[config.mk]
export PLATFORM = sky130hd
export DESIGN_NAME = double_ended_queue_core
export DESIGN_NICKNAME = d
export VERILOG_FILES = /design/src/sv/deq_pkg.sv /design/src/sv/deq_ram.sv /design/src/sv/double_ended_queue_core.sv
export SDC_FILE = /design/constraint.sdc
export NUM_CORES = 1
export LEC_CHECK = 0
export BUFFER_PORTS_ARGS = -buffer_cell sky130_fd_sc_hd__buf_2
export CAP_MARGIN = 20
export CORE_UTILIZATION = 40
export CTS_CLUSTER_DIAMETER = 60
export DETAILED_ROUTE_END_ITERATION = 6
export GPL_TIMING_DRIVEN = 1
export SLEW_MARGIN = 30
export SYNTH_ARGS = -nofsm -noshare
export SYNTH_HDL_FRONTEND = slang
export SYNTH_SLANG_ARGS = --single-unit
[constraint.sdc]
create_clock -name clk -period 7.1 [get_ports clk]
set_input_delay 0 -clock clk [delete_from_list [all_inputs] [get_ports clk]]
set_output_delay 0 -clock clk [all_outputs]
set_load 0.005 [all_outputs]
[src/sv/deq_pkg.sv]
package deq_pkg;

	// Default geometry of the ring store.
	localparam int DEPTH_DEF      = 16;
	localparam int DATA_WIDTH_DEF = 32;

	// Fixed field widths on the stream ports.
	localparam int REQ_W      = 3;
	localparam int VALUE_W    = 32;
	localparam int STATUS_W   = 2;
	localparam int COUNT_W    = 5;
	localparam int S_TDATA_W  = 32;
	localparam int S_TUSER_W  = 8;
	localparam int M_TDATA_W  = 40;
	localparam int M_TUSER_W  = 8;

	typedef enum logic [REQ_W-1:0] {
		REQ_PUSH_FRONT = 3'd0,
		REQ_PUSH_BACK  = 3'd1,
		REQ_POP_FRONT  = 3'd2,
		REQ_POP_BACK   = 3'd3,
		REQ_PEEK_FRONT = 3'd4,
		REQ_PEEK_BACK  = 3'd5
	} req_e_t;

	typedef enum logic [STATUS_W-1:0] {
		ST_OK    = 2'd0,
		ST_EMPTY = 2'd1,
		ST_FULL  = 2'd2
	} status_t;

endpackage

[src/sv/deq_ram.sv]
module deq_ram #(
	parameter int WIDTH = 32,
	parameter int DEPTH = 16
) (
	input  logic                     clk,
	input  logic                     we,
	input  logic                     re,
	input  logic [$clog2(DEPTH)-1:0] addr,
	input  logic [WIDTH-1:0]         wdata,
	output logic [WIDTH-1:0]         rdata
);

	logic [WIDTH-1:0] mem [DEPTH];

	// Single port, registered read data; the read data holds until the next read.
	always_ff @(posedge clk) begin
		if (we) begin
			mem[addr] <= wdata;
		end
		if (re) begin
			rdata <= mem[addr];
		end
	end

endmodule

[src/sv/double_ended_queue_core.sv]
// A request accepted at a clock edge is registered in stage 1 and then in the output register,
// which raises m_tvalid; the result beat is taken at an edge where m_tready is high.
// Throughput: one request per cycle, sustained, as long as the result side keeps taking beats.
// Each request makes at most one access to the single-port ring memory, at its accept edge.
// Reset (arst_n low, asynchronous) empties the queue and drops any result in flight.
// Memory contents are not cleared; only entries written since reset are ever read.
module double_ended_queue_core import deq_pkg::*; #(
	parameter int DEPTH      = DEPTH_DEF,
	parameter int DATA_WIDTH = DATA_WIDTH_DEF
) (
	input  logic                 clk,
	input  logic                 arst_n,
	// Request side.
	input  logic                 s_tvalid,
	output logic                 s_tready,
	input  logic [S_TDATA_W-1:0] s_tdata,  // [31:0] push_value
	input  logic [S_TUSER_W-1:0] s_tuser,  // [2:0] req_type, [7:3] zero
	// Result side.
	output logic                 m_tvalid,
	input  logic                 m_tready,
	output logic [M_TDATA_W-1:0] m_tdata,  // [31:0] read_value, [36:32] item_count, [39:37] zero
	output logic [M_TUSER_W-1:0] m_tuser   // [1:0] status, [7:2] zero
);

	// Index width for the ring, count width that can hold DEPTH itself, and a sum
	// width for front plus count, which stays below twice the depth.
	localparam int IW = $clog2(DEPTH);
	localparam int CW = $clog2(DEPTH + 1);
	localparam int SW = CW + 1;

	// Queue control state: index of the front entry and number of items held.
	logic [IW-1:0] front_q;
	logic [CW-1:0] cnt_q;

	// Request decode and the next state.
	req_e_t          req;
	logic            accept;
	logic            full;
	logic            empty;
	logic [IW-1:0]   front_dec;
	logic [IW-1:0]   front_inc;
	logic [SW-1:0]   sum;
	logic [SW-1:0]   sum_m1;
	logic [IW-1:0]   tail_idx;
	logic [IW-1:0]   back_idx;
	logic [IW-1:0]   front_nxt;
	logic [CW-1:0]   cnt_nxt;
	logic            mem_we;
	logic            mem_re;
	logic [IW-1:0]   mem_addr;
	status_t         status_nxt;
	logic [DATA_WIDTH-1:0] mem_rdata;

	// Stage 1 holds a request whose memory read (if any) is under way.
	logic            valid_s1;
	logic            rd_s1;
	status_t         status_s1;
	logic [CW-1:0]   cnt_s1;
	logic            adv_s1;

	// Output register, which parts the result side from the request side.
	logic            out_valid_q;
	logic [VALUE_W-1:0] out_value_q;
	status_t         out_status_q;
	logic [CW-1:0]   out_cnt_q;

	assign req    = req_e_t'(s_tuser[REQ_W-1:0]);
	assign accept = s_tvalid && s_tready;
	assign full   = (cnt_q == CW'(DEPTH));
	assign empty  = (cnt_q == '0);

	// Ring arithmetic. Both operands stay in range, so each wrap is one compare
	// and at most one subtract of the depth.
	assign front_dec = (front_q == '0) ? IW'(DEPTH - 1) : front_q - IW'(1);
	assign front_inc = (front_q == IW'(DEPTH - 1)) ? '0 : front_q + IW'(1);
	assign sum       = SW'(front_q) + SW'(cnt_q);
	assign sum_m1    = sum - SW'(1);
	assign tail_idx  = (sum >= SW'(DEPTH)) ? IW'(sum - SW'(DEPTH)) : IW'(sum);
	// Only used when the queue holds at least one item, so the sum is nonzero.
	assign back_idx  = (sum_m1 >= SW'(DEPTH)) ? IW'(sum_m1 - SW'(DEPTH)) : IW'(sum_m1);

	always_comb begin
		front_nxt  = front_q;
		cnt_nxt    = cnt_q;
		mem_we     = 1'b0;
		mem_re     = 1'b0;
		mem_addr   = front_q;
		status_nxt = ST_OK;
		case (req) inside
			REQ_PUSH_FRONT: begin
				if (full) begin
					status_nxt = ST_FULL;
				end else begin
					mem_we    = 1'b1;
					mem_addr  = front_dec;
					front_nxt = front_dec;
					cnt_nxt   = cnt_q + CW'(1);
				end
			end
			REQ_PUSH_BACK: begin
				if (full) begin
					status_nxt = ST_FULL;
				end else begin
					mem_we   = 1'b1;
					mem_addr = tail_idx;
					cnt_nxt  = cnt_q + CW'(1);
				end
			end
			REQ_POP_FRONT, REQ_PEEK_FRONT: begin
				if (empty) begin
					status_nxt = ST_EMPTY;
				end else begin
					mem_re   = 1'b1;
					mem_addr = front_q;
					if (req == REQ_POP_FRONT) begin
						front_nxt = front_inc;
						cnt_nxt   = cnt_q - CW'(1);
					end
				end
			end
			REQ_POP_BACK, REQ_PEEK_BACK: begin
				if (empty) begin
					status_nxt = ST_EMPTY;
				end else begin
					mem_re   = 1'b1;
					mem_addr = back_idx;
					if (req == REQ_POP_BACK) begin
						cnt_nxt = cnt_q - CW'(1);
					end
				end
			end
			default: begin
				// Unused request codes change nothing and report success.
			end
		endcase
	end

	// The ring store. A write and a later read of the same entry come from different
	// requests and so at different edges, so the registered read sees the new word.
	deq_ram #(
		.WIDTH (DATA_WIDTH),
		.DEPTH (DEPTH)
	) u_ram (
		.clk   (clk),
		.we    (accept && mem_we),
		.re    (accept && mem_re),
		.addr  (mem_addr),
		.wdata (DATA_WIDTH'(s_tdata[VALUE_W-1:0])),
		.rdata (mem_rdata)
	);

	// Queue state changes at the accept edge; it never waits on read data.
	always_ff @(posedge clk or negedge arst_n) begin
		if (!arst_n) begin
			front_q <= '0;
			cnt_q   <= '0;
		end else if (accept) begin
			front_q <= front_nxt;
			cnt_q   <= cnt_nxt;
		end
	end

	// Stage 1 moves on when the output register is free or being emptied. The
	// memory read data holds while stage 1 waits because no new request enters.
	assign adv_s1   = valid_s1 && (!out_valid_q || m_tready);
	assign s_tready = !valid_s1 || adv_s1;

	always_ff @(posedge clk or negedge arst_n) begin
		if (!arst_n) begin
			valid_s1 <= 1'b0;
		end else if (s_tready) begin
			valid_s1 <= s_tvalid;
		end
	end

	always_ff @(posedge clk) begin
		if (accept) begin
			rd_s1     <= mem_re;
			status_s1 <= status_nxt;
			cnt_s1    <= cnt_nxt;
		end
	end

	always_ff @(posedge clk or negedge arst_n) begin
		if (!arst_n) begin
			out_valid_q <= 1'b0;
		end else if (!out_valid_q || m_tready) begin
			out_valid_q <= valid_s1;
		end
	end

	// The stored word is read back sign-extended; failed requests and pushes
	// report zero.
	always_ff @(posedge clk) begin
		if (adv_s1) begin
			out_value_q  <= rd_s1 ? VALUE_W'($signed(mem_rdata)) : '0;
			out_status_q <= status_s1;
			out_cnt_q    <= cnt_s1;
		end
	end

	assign m_tvalid = out_valid_q;
	assign m_tdata  = {(M_TDATA_W - VALUE_W - COUNT_W)'(0), COUNT_W'(out_cnt_q), out_value_q};
	assign m_tuser  = {(M_TUSER_W - STATUS_W)'(0), out_status_q};

	// The count never exceeds the depth and the front index stays on the ring.
	assert property (@(posedge clk) disable iff (!arst_n) cnt_q <= CW'(DEPTH))
		else $error("held count exceeds depth");
	assert property (@(posedge clk) disable iff (!arst_n) front_q <= IW'(DEPTH - 1))
		else $error("front index off the ring");
	// A successful push grows the count by exactly one.
	assert property (@(posedge clk) disable iff (!arst_n)
		accept && !full && (req == REQ_PUSH_FRONT || req == REQ_PUSH_BACK)
		|=> cnt_q == $past(cnt_q) + CW'(1))
		else $error("push did not grow the count");
	// A stalled stage 1 must block the request side, or its read data is lost.
	assert property (@(posedge clk) disable iff (!arst_n) valid_s1 && !adv_s1 |-> !s_tready)
		else $error("request accepted over a stalled read");
	// An empty or full status always carries a zero word.
	assert property (@(posedge clk) disable iff (!arst_n)
		out_valid_q && (out_status_q == ST_EMPTY || out_status_q == ST_FULL)
		|-> out_value_q == '0)
		else $error("failed request returned a word");

endmodule

## After elaboration in Yosys (flattened, before gate mapping)

Memory sizes are Yosys's and may differ from the RTL's. A register that Yosys moved wholly into a read port is not among the register bits.
Cells that the tools add are included.

| word-level totals | value |
|---|---|
| register bits | 58 |
| bits in latches | 0 |
| memory bits (writable) | 512 |
| ROM bits | 0 |
| output and inout bits | 50 |
| word-level logic and storage cells | 87 |
| memories | 1 |

| operators by class | value |
|---|---|
| add/sub/neg operators | 8 |
| $mul | 0 |
| divide/modulo/power cells | 0 |
| $lt $le $gt $ge | 2 |
| equality and inequality tests | 9 |
| shift operators | 0 |
| multiplexer cells | 41 |
| bitwise gates (word level) | 0 |
| reduce and logical (&&, ||, !) cells | 16 |

Memory list:

| name | words | bits a word | rd ports | clocked after Yosys merged registers in | wr ports | RTL line | source |
|---|---|---|---|---|---|---|---|
| u_ram.mem | 16 | 32 | 1 | 1 | 1 | deq_ram.sv:13 | `logic [WIDTH-1:0] mem [DEPTH];` |

Operator list:

| cell | number |
|---|---|
| $mux 4 | 16 |
| $mux 5 | 9 |
| $ge 6x5->1 const B | 2 |
| $mux 1 | 12 |
| $sub 4x1->4 const B | 3 |
| $mux 2 | 4 |
| $add 4x5->6 | 1 |
| $eq 3x2->1 const B | 2 |
| $eq 3x3->1 const B | 2 |
| $sub 6x1->6 const B | 1 |
| $add 5x1->5 const B | 1 |
| $eq 5x5->1 const B | 1 |
| $logic_not 5->1 | 1 |
| $reduce_and 5->1 | 1 |
| $sub 5x1->5 const B | 1 |
| $add 4x1->4 const B | 1 |
| $eq 4x4->1 const B | 1 |
| $logic_and 1x1->1 | 4 |
| $logic_not 4->1 | 1 |
| $reduce_bool 2->1 | 2 |
| $reduce_or 2->1 | 2 |
| $eq 3x1->1 const B | 1 |
| $logic_not 3->1 | 1 |
| $logic_not 1->1 | 2 |
| other kinds (3) | 4 |

## Longest topological paths before layout

Gate-level depths: netlist (run 1).

| logic depth | value |
|---|---|
| depth in word-level cells | 9 |
| depth in mapped cells | 13 |
| gate-level depth less buffers | 10 |

## Modules after synthesis

Synthesis (run 1) repeated with hierarchy kept, for this count alone.

| unflattened totals | value |
|---|---|
| cell total of the unflattened synthesis | 1102 |
| area total of the unflattened synthesis | 23189.7 um^2 |

By module, submodules not included:

| module | times used | cells each | area each (um^2) | seq. area each (um^2) |
|---|---|---|---|---|
| deq_ram | 1 | 840 | 20183.1 | 16335.7 |
| double_ended_queue_core | 1 | 262 | 3006.6 | 1686.6 |

## Least setup slack after synthesis (run 1)

Ideal clock, no wire load.

| timing path | value |
|---|---|
| kind | register to register |
| from | reg cnt_q[0] |
| to | mem u_ram.mem[7][0] (enable) |
| setup time | 0.468 ns |
| data arrival time | 5.038 ns |
| data required time | 6.632 ns |
| path slack | 1.594 ns |
| cell stages (with the launch flop) | 12 |
| buffers on the path | 2 |
| clock period less this slack | 5.506 ns |
| cells stage by stage | dfrtp_1 ha_1 fa_1 xnor2_1 and3_1 xnor3_1 nand2_1 mux2i_1 a21oi_1 clkbuf_1 clkbuf_1 nor3b_1 |

| on the way | value |
|---|---|
| word-level cells in the longest chain between the ends | 9 |
| elaborated cells between the ends (all ways) | 23 |

Ends and longest elaborated chain:

| what | RTL line | source |
|---|---|---|
| start, declared | double_ended_queue_core.sv:33 | `logic [CW-1:0] cnt_q;` |
| start signal, assigned | double_ended_queue_core.sv:159 | `cnt_q <= cnt_nxt;` |
| $add 4x5->6 | double_ended_queue_core.sv:76 | `assign sum = SW'(front_q) + SW'(cnt_q);` |
| $sub 6x1->6 | double_ended_queue_core.sv:77 | `assign sum_m1 = sum - SW'(1);` |
| $ge 6x5->1 / $sub 4x1->4 (equally long branches) | double_ended_queue_core.sv:80 | `assign back_idx = (sum_m1 >= SW'(DEPTH)) ? IW'(sum_m1 - SW'(DEPTH)) : IW'(sum_m1);` |
| $mux 4 | double_ended_queue_core.sv:80 |  |
| $mux 4 | double_ended_queue_core.sv:122 | `if (empty) begin` |
| $mux 4 (4 in a row) | double_ended_queue_core.sv:89 | `case (req) inside` |
| end, declared | deq_ram.sv:13 |  |

Several ways; a longest one is shown, not always the timed one.

## Final worst setup path (run 1)

| timing path | value |
|---|---|
| from | reg cnt_q[0] |
| to | mem u_ram.mem[7][15] (enable) |

Same word-level chain as after synthesis.

==> results.json, run 1 <==
{
  "first_global_vias": 16617,
  "worstHoldStart": "m_tready",
  "ys_ff_latch": 602,
  "htreeDepth": 2,
  "grt_max_degree": 210,
  "end_kind": "register",
  "grt_pass1_wl_mm": 101,
  "vias": 16543,
  "timing.fmax_mhz": 189,
  "yosysWarnings": 0,
  "dr.pass1.iters": 7,
  "wl_per_cell_um": 23.5,
  "core_area_um2": 63400,
  "cp_cell_sequence": "inv_1, ha_1, and4bb_1, nor2_1, o211ai_4, buf_4, and3_4, nand3_1, nor3b_2, buf_12",
  "routed_wl_mm": 66.0,
  "cts-root-buf": "clkbuf_16",
  "synth_top_cell_area_share_pct": 68.8,
  "cp_slowest_cell": "and3_4",
  "vdd_ir_drop_max_mv": 0.391,
  "area_growth_pct": 14.2,
  "clock-sinks": 602,
  "worst-path-buf-inv": 3,
  "finalCritPeriodShare_pct": 74.7,
  "first_iter_violations": 1613,
  "finalHoldViolCount": 0,
  "reg2regPathDepth": 10,
  "synth_area_leaders": "edfxtp_1, a2111oi_0, a31oi_1",
  "whs_ps": 193,
  "postCtsSetupBuffers": 0,
  "p_per_area_nw_per_um2": 419,
  "max_stage_delay_ps": 940,
  "leakagePower_nw": 9.96,
  "whs_path_depth": 4,
  "avgSynthCellArea_um2": 13.8,
  "synth-seq-area-share_pct": 69.9,
  "start_util_pct": 40.7,
  "insertion_delay_ps": 640,
  "finalSetupViolCount": 0,
  "final_cells": 2806,
  "critPathLaunch": "cnt_q[0]",
  "drc": 0,
  "seqCellArea_um2": 18000,
  "antenna_left": 0,
  "syn_area_um2": 25800,
  "multi_input_area_um2": 6090,
  "reg2reg_from": "cnt_q[0]",
  "antenna_found_initial": 5,
  "clock_skew_ps": 20.0,
  "cp.arrival_ps": 5610,
  "port_buffers": 79,
  "grtUsageTotal_pct": 19.8,
  "post-route-min-period_ps": 5300,
  "die_w_um": 256,
  "fillers": 5494,
  "cp_max_fo": 91,
  "drive_gt1_share_pct": 14.8,
  "ctsHoldBuffers": 40,
  "dpl.hpwl_mm": 33.3,
  "cts_inserted_buffers": 61,
  "crit_type": "reg2reg",
  "required_ps": 7400,
  "grt.overflow.total": 0,
  "syn_inst": 1866,
  "slew_headroom_pct": 33.2,
  "status": "finished clean",
  "ctsResizeCount": 0,
  "tns_ps": 0,
  "synth-edff-count": 591,
  "path_depth": 10,
  "die-height_um": 256,
  "clockBufferDepth": 3,
  "rsz0062_at_grt": "false",
  "vias_per_cell": 5.90,
  "maxCapViolCount": 0,
  "dieArea_um2": 65500,
  "hold_path.class": "in2reg",
  "synth_cell_types": 57,
  "total_power_w": 0.0123,
  "tightestPinTransition_ps": 1000,
  "layout.nets": 1963,
  "start_kind": "register",
  "final_max_slew_viol_count": 0,
  "rows": 92,
  "async_reset_ff_share_pct": 1.83,
  "cts_tree": "built",
  "ios": 94,
  "place_congestion": 0.794,
  "synth_ff_type": "edfxtp_1",
  "crit_family": "simple AND/OR/NAND/NOR gates",
  "clkTransAtPathRegs_ps": 60,
  "yosysTopAreaCell": "edfxtp_1",
  "placed_cells": 2650
}
Yosys cell counts, types with 2 or more instances:
library cell and count:
xnor2_1 5, nor3b_1 10, or3_1 5, edfxtp_1 591
ha_1 10, buf_2 42, a21oi_1 10, nand3b_1 2
nand2b_1 3, and2_1 35, nand2_1 17, o211ai_1 4
nor2_1 11, a31o_2 2, mux2_2 35, nor3_1 11
dfrtp_1 11, clkbuf_1 144, and3_1 4, and3_4 2
a2111oi_0 256, nand3_1 9, o22ai_1 3, mux2i_1 2
o21ai_0 10, a31oi_1 259, o22a_1 2, xor2_1 3
buf_6 4, nor4_1 64, buf_4 10, inv_1 265
power breakdown:
group | internal (W) | switching (W) | leakage, nW | total [W]
combinational | 0.00148 | 0.00319 | 3.50 | 0.00468
sequential | 0.00430 | 0.000122 | 5.49 | 0.00442
clock | 0.00187 | 0.00138 | 0.970 | 0.00325
total | 0.00765 | 0.00470 | 9.96 | 0.0123
metal layers:
metal  up-vias  track usage, %  part of all wire (%)
li1       7522               -                     -
met2       619            33.0                    49
met5         -               0                 0.020
met4         2            6.30                   2.6
met3       112            2.95                   6.1
met1      8288            26.7                    43
worst paths after layout:
check	end	slack [ps]
min in group asynchronous	front_q[2]	420
setup / recovery	u_ram.mem[7][15]	1800
hold / removal	m_tvalid	190
hold reg to reg	out_cnt_q[2]	420
setup reg to reg	u_ram.mem[7][15]	1800
max in group asynchronous	cnt_q[3]	6310
cells by family after synthesis:
logic type / count (synthesis) / synth area share [%]
xor gates and xnor gates: 9 / 0.359
DFF: 602 / 69.9
buffers and inverters: 466 / 7.25
and+or+nand+nor: 182 / 4.25
adders and majority gates: 11 / 0.563
other: 1 / 0.0145
muxes: 37 / 1.61
AOI/OAI and AO/OA: 558 / 16.1
through the flow:
stage	utilization, %	area, um^2	worst slack (ps)
2_1_floorplan	-	25800	1590
3_3_place_gp	42.5	27000	1840
3_5_place_dp	42.6	27000	1750
4_1_cts	46.4	29400	1750
5_1_grt	46.5	29500	1450
6_report	46.5	29500	1800
final cells by class:
type | instances | area share (%)
clock inverters | 42 | 1.61
clock buffers | 70 | 5.29
diodes | 3 | 0.0255
flip-flops and latches | 602 | 61.2
multi-input cells | 806 | 20.7
inverters | 266 | 3.39
repair buffers | 171 | 4.26
well taps | 846 | 3.59
tightest hold or removal path, cell delays in order:
cell and delay [ps]:
dlygate4sd3_1 520, buf_2 100, nand2b_1 100, nand2b_1 60
sequential cells by signal (all words and copies together), names as in the netlist:
signal and count:
u_ram.rdata 32, out_status_q 2, front_q 4, status_s1 2, u_ram.mem 512, out_value_q 32
out_cnt_q 5, cnt_q 5, cnt_s1 5, valid_s1 1, rd_s1 1, m_tvalid 1
layout by cell type (no fill, tap or decap), types with 9 or more instances in the layout:
cell,count
inv_1,265
nor2_1,11
dlygate4sd3_1,40
clkinv_1,14
and2_1,33
a31oi_1,259
buf_2,79
edfxtp_1,591
o21ai_0,10
clkinv_2,9
nand2_1,17
clkbuf_1,9
a2111oi_0,256
a21oi_1,9
mux2_2,35
nor4_1,64
buf_4,45
conb_1,9
ha_1,10
dfrtp_1,11
clkbuf_16,61
No activity file was read; power rests on OpenSTA's default activity.
==> inputs of run 2 (changes only) <==
--- a/config.mk
+++ b/config.mk
@@ -5,6 +5,7 @@
 export SDC_FILE = /design/constraint.sdc
 export NUM_CORES = 1
 export LEC_CHECK = 0
+export ABC_AREA = 1
 export BUFFER_PORTS_ARGS = -buffer_cell sky130_fd_sc_hd__buf_2
 export CAP_MARGIN = 20
 export CORE_UTILIZATION = 40
==> constraint.sdc (replaced) <==
create_clock -name clk -period 4.3 [get_ports clk]
set_input_delay 0 -clock clk [delete_from_list [all_inputs] [get_ports clk]]
set_output_delay 0 -clock clk [all_outputs]
set_load 0.005 [all_outputs]
==> run 2 against run 1 <==
Compared with the run above:
- setup slack got worse by 1300 ps
- non-clock buffer count fell by 5
- critical path type unchanged
- flip-flop and latch count did not move
- synthesized cell count rose by 34%
==> results.json, run 2 <==
{
  "status": "finished clean",
  "cp.arrival_ps": 4050,
  "htreeDepth": 3,
  "crit_type": "reg2reg",
  "drc": 0,
  "combPwrFrac_pct": 35.7,
  "rows": 93,
  "maxCapViolCount": 0,
  "leakagePower_nw": 12.4,
  "finalCritPeriodShare_pct": 89.3,
  "avgSynthCellArea_um2": 10.5,
  "total_power_w": 0.0197,
  "postCtsSetupBuffers": 0,
  "clock_skew_ps": 22.0,
  "yosys-top-cells-count": "nand2_1, edfxtp_1, nand4_1",
  "antenna_left": 0,
  "required_ps": 4510,
  "yosysWarnings": 0,
  "synth_area_leaders": "edfxtp_1, nand2_1, nand4_1",
  "netSwitchingFraction_pct": 37.8,
  "dpl.hpwl_mm": 33.7,
  "port_buffers": 79,
  "vias": 17974,
  "insertion_delay_ps": 600,
  "cts-root-buf": "clkbuf_16",
  "top_regs": "u_ram.mem (512), out_value_q (32), u_ram.rdata (32)",
  "placed_area_um2": 27700,
  "cts_inserted_buffers": 66,
  "timing.fmax_mhz": 260,
  "tightestPinTransition_ps": 874,
  "multi_input_area_um2": 7200,
  "ys_ff_latch": 602,
  "final_cell_mix": "nand2_1, edfxtp_1, nand4_1",
  "die-height_um": 258,
  "slew_headroom_pct": 41.7,
  "place_congestion": 0.847,
  "dieArea_um2": 66800,
  "yosysTopAreaCell": "edfxtp_1",
  "ctsHoldBuffers": 39,
  "hold_path.class": "in2reg",
  "first_global_vias": 17474,
  "vias_per_cell": 5.17,
  "start_util_pct": 40.7,
  "post-route-min-period_ps": 3840,
  "grt.overflow.total": 0,
  "power_switching_w": 0.00745,
  "core_area_um2": 64700,
  "synth_most_common_cell": "nand2_1",
  "synth_ff_type": "edfxtp_1",
  "pwr-share-clk_pct": 28.1,
  "vdd_ir_drop_max_mv": 0.538,
  "final_max_slew_viol_count": 0,
  "finalHoldViolCount": 0,
  "syn_inst": 2497,
  "synth_cell_types": 33,
  "grt_max_degree": 211,
  "syn_area_um2": 26300,
  "clockBufferDepth": 3,
  "seq_power_share_pct": 36.2,
  "wl_per_cell_um": 19.0,
  "tns_ps": 0,
  "area_growth_pct": 14.9,
  "clock-sinks": 602,
  "start_kind": "register",
  "end_kind": "register",
  "cts_tree": "built",
  "finalSetupViolCount": 0,
  "fillers": 5918,
  "die_w_um": 258,
  "intPower_w": 0.0123,
  "diodes": 0,
  "layout.nets": 2627,
  "ios": 94,
  "largest_reg_flops": 512,
  "rsz0062_at_grt": "false",
  "async_reset_ff_share_pct": 1.83,
  "first_iter_violations": 1440,
  "layout_commonest_cell": "nand2_1",
  "seqCellArea_um2": 18000,
  "routed_wl_mm": 66.2,
  "grt_pass1_wl_mm": 102,
  "top_register": "u_ram.mem",
  "clkTransAtPathRegs_ps": 50,
  "grtUsageTotal_pct": 19.8,
  "synth-edff-count": 591,
  "drive_gt1_share_pct": 9.92,
  "synth-seq-area-share_pct": 68.5,
  "synth_top_cell_area_share_pct": 67.4,
  "postLayoutCellArea_um2": 30200,
  "dr.pass1.iters": 5,
  "cp_max_fo": 32,
  "ctsResizeCount": 0,
  "p_per_area_nw_per_um2": 653,
  "antenna_found_initial": 0
}
run 2: changes by cell type after synthesis, sizes merged, moves of 67 or more:
cell / delta
a2111oi: -256
nand4: +258
a31oi: -258
inv: -134
buf: +67
nand2: +1193
clkbuf: -100
run 2: critical path, stage by stage (launching register included):
cell and delay [ps]:
dfrtp_1 440, ha_1 260, fa_1 530, inv_1 70, ha_1 270, o21ai_1 60
inv_1 60, nand2_1 80, nand3_4 110, buf_4 390, nand3_1 420, nor2_4 190
buf_4 540
run 2: stage by stage:
stage | instances | worst slack [ps] | hold slack, ps | utilization (%)
floorplan | 2505 | 205 | -296 | -
global placement | 3318 | 446 | -107 | 42.8
detailed placement | 3319 | 460 | -96.6 | 42.8
CTS | 3476 | 430 | 210 | 46.7
global route | 3477 | 227 | 273 | 46.7
finish | 3477 | 460 | 254 | 46.7
run 2: area by class of cell:
type                       instances  share of cell area, %
timing repair buffer             166                   4.42
sequential                       602                   59.6
multi-input combinational       1604                   23.8
clock buffer                      79                   5.97
inverter                         132                   1.65
clock inverter                    39                   1.05
tap                              855                   3.54
run 2: layer usage:
| metal | vias to the layer above | global-route usage (%) | wire [um] | part of all wire, % |
|---|---|---|---|---|
| met3 | 95 | 2.65 | 3310 | 5.0 |
| met5 | - | 0 | 0 | 0 |
| met2 | 480 | 34.1 | 32700 | 49 |
| li1 | 8629 | - | - | - |
| met1 | 8770 | 25.7 | 28700 | 43 |
| met4 | 0 | 6.62 | 1480 | 2.2 |
run 2: final timing paths:
check	slack (ps)	start	to	cells after the start
min in group asynchronous	480	arst_n	front_q[1]	3
max in group asynchronous	3440	arst_n	front_q[2]	3
worst min-delay path	250	m_tready	m_tvalid	5
worst min register to register	420	cnt_s1[1]	out_cnt_q[1]	0
worst max-delay path	460	front_q[0]	u_ram.mem[0][18]	12
worst max register to register	460	front_q[0]	u_ram.mem[0][18]	12
run 2: kinds of logic (layout without fill, tap and decap cells):
group / after synthesis / count (layout) / synth area share (%)
AO/OA/AOI/OAI: 37 / 37 / 0.780
buffers and inverters: 299 / 416 / 5.03
flip-flops: 602 / 602 / 68.5
XOR/XNOR: 9 / 9 / 0.300
other: 1 / 9 / 0.0143
adder cells (fa/ha/maj): 11 / 11 / 0.552
AND/OR/NAND/NOR: 1538 / 1538 / 24.8
run 2: power groups by stage:
stage                     logic, W  clock network, W  registers, W
after floorplan            0.00505                 0       0.00723
after global placement     0.00692                 0       0.00726
after detailed placement   0.00702                 0       0.00726
after CTS                  0.00709           0.00567       0.00714
after global routing       0.00795           0.00586       0.00718
final                      0.00704           0.00555       0.00714
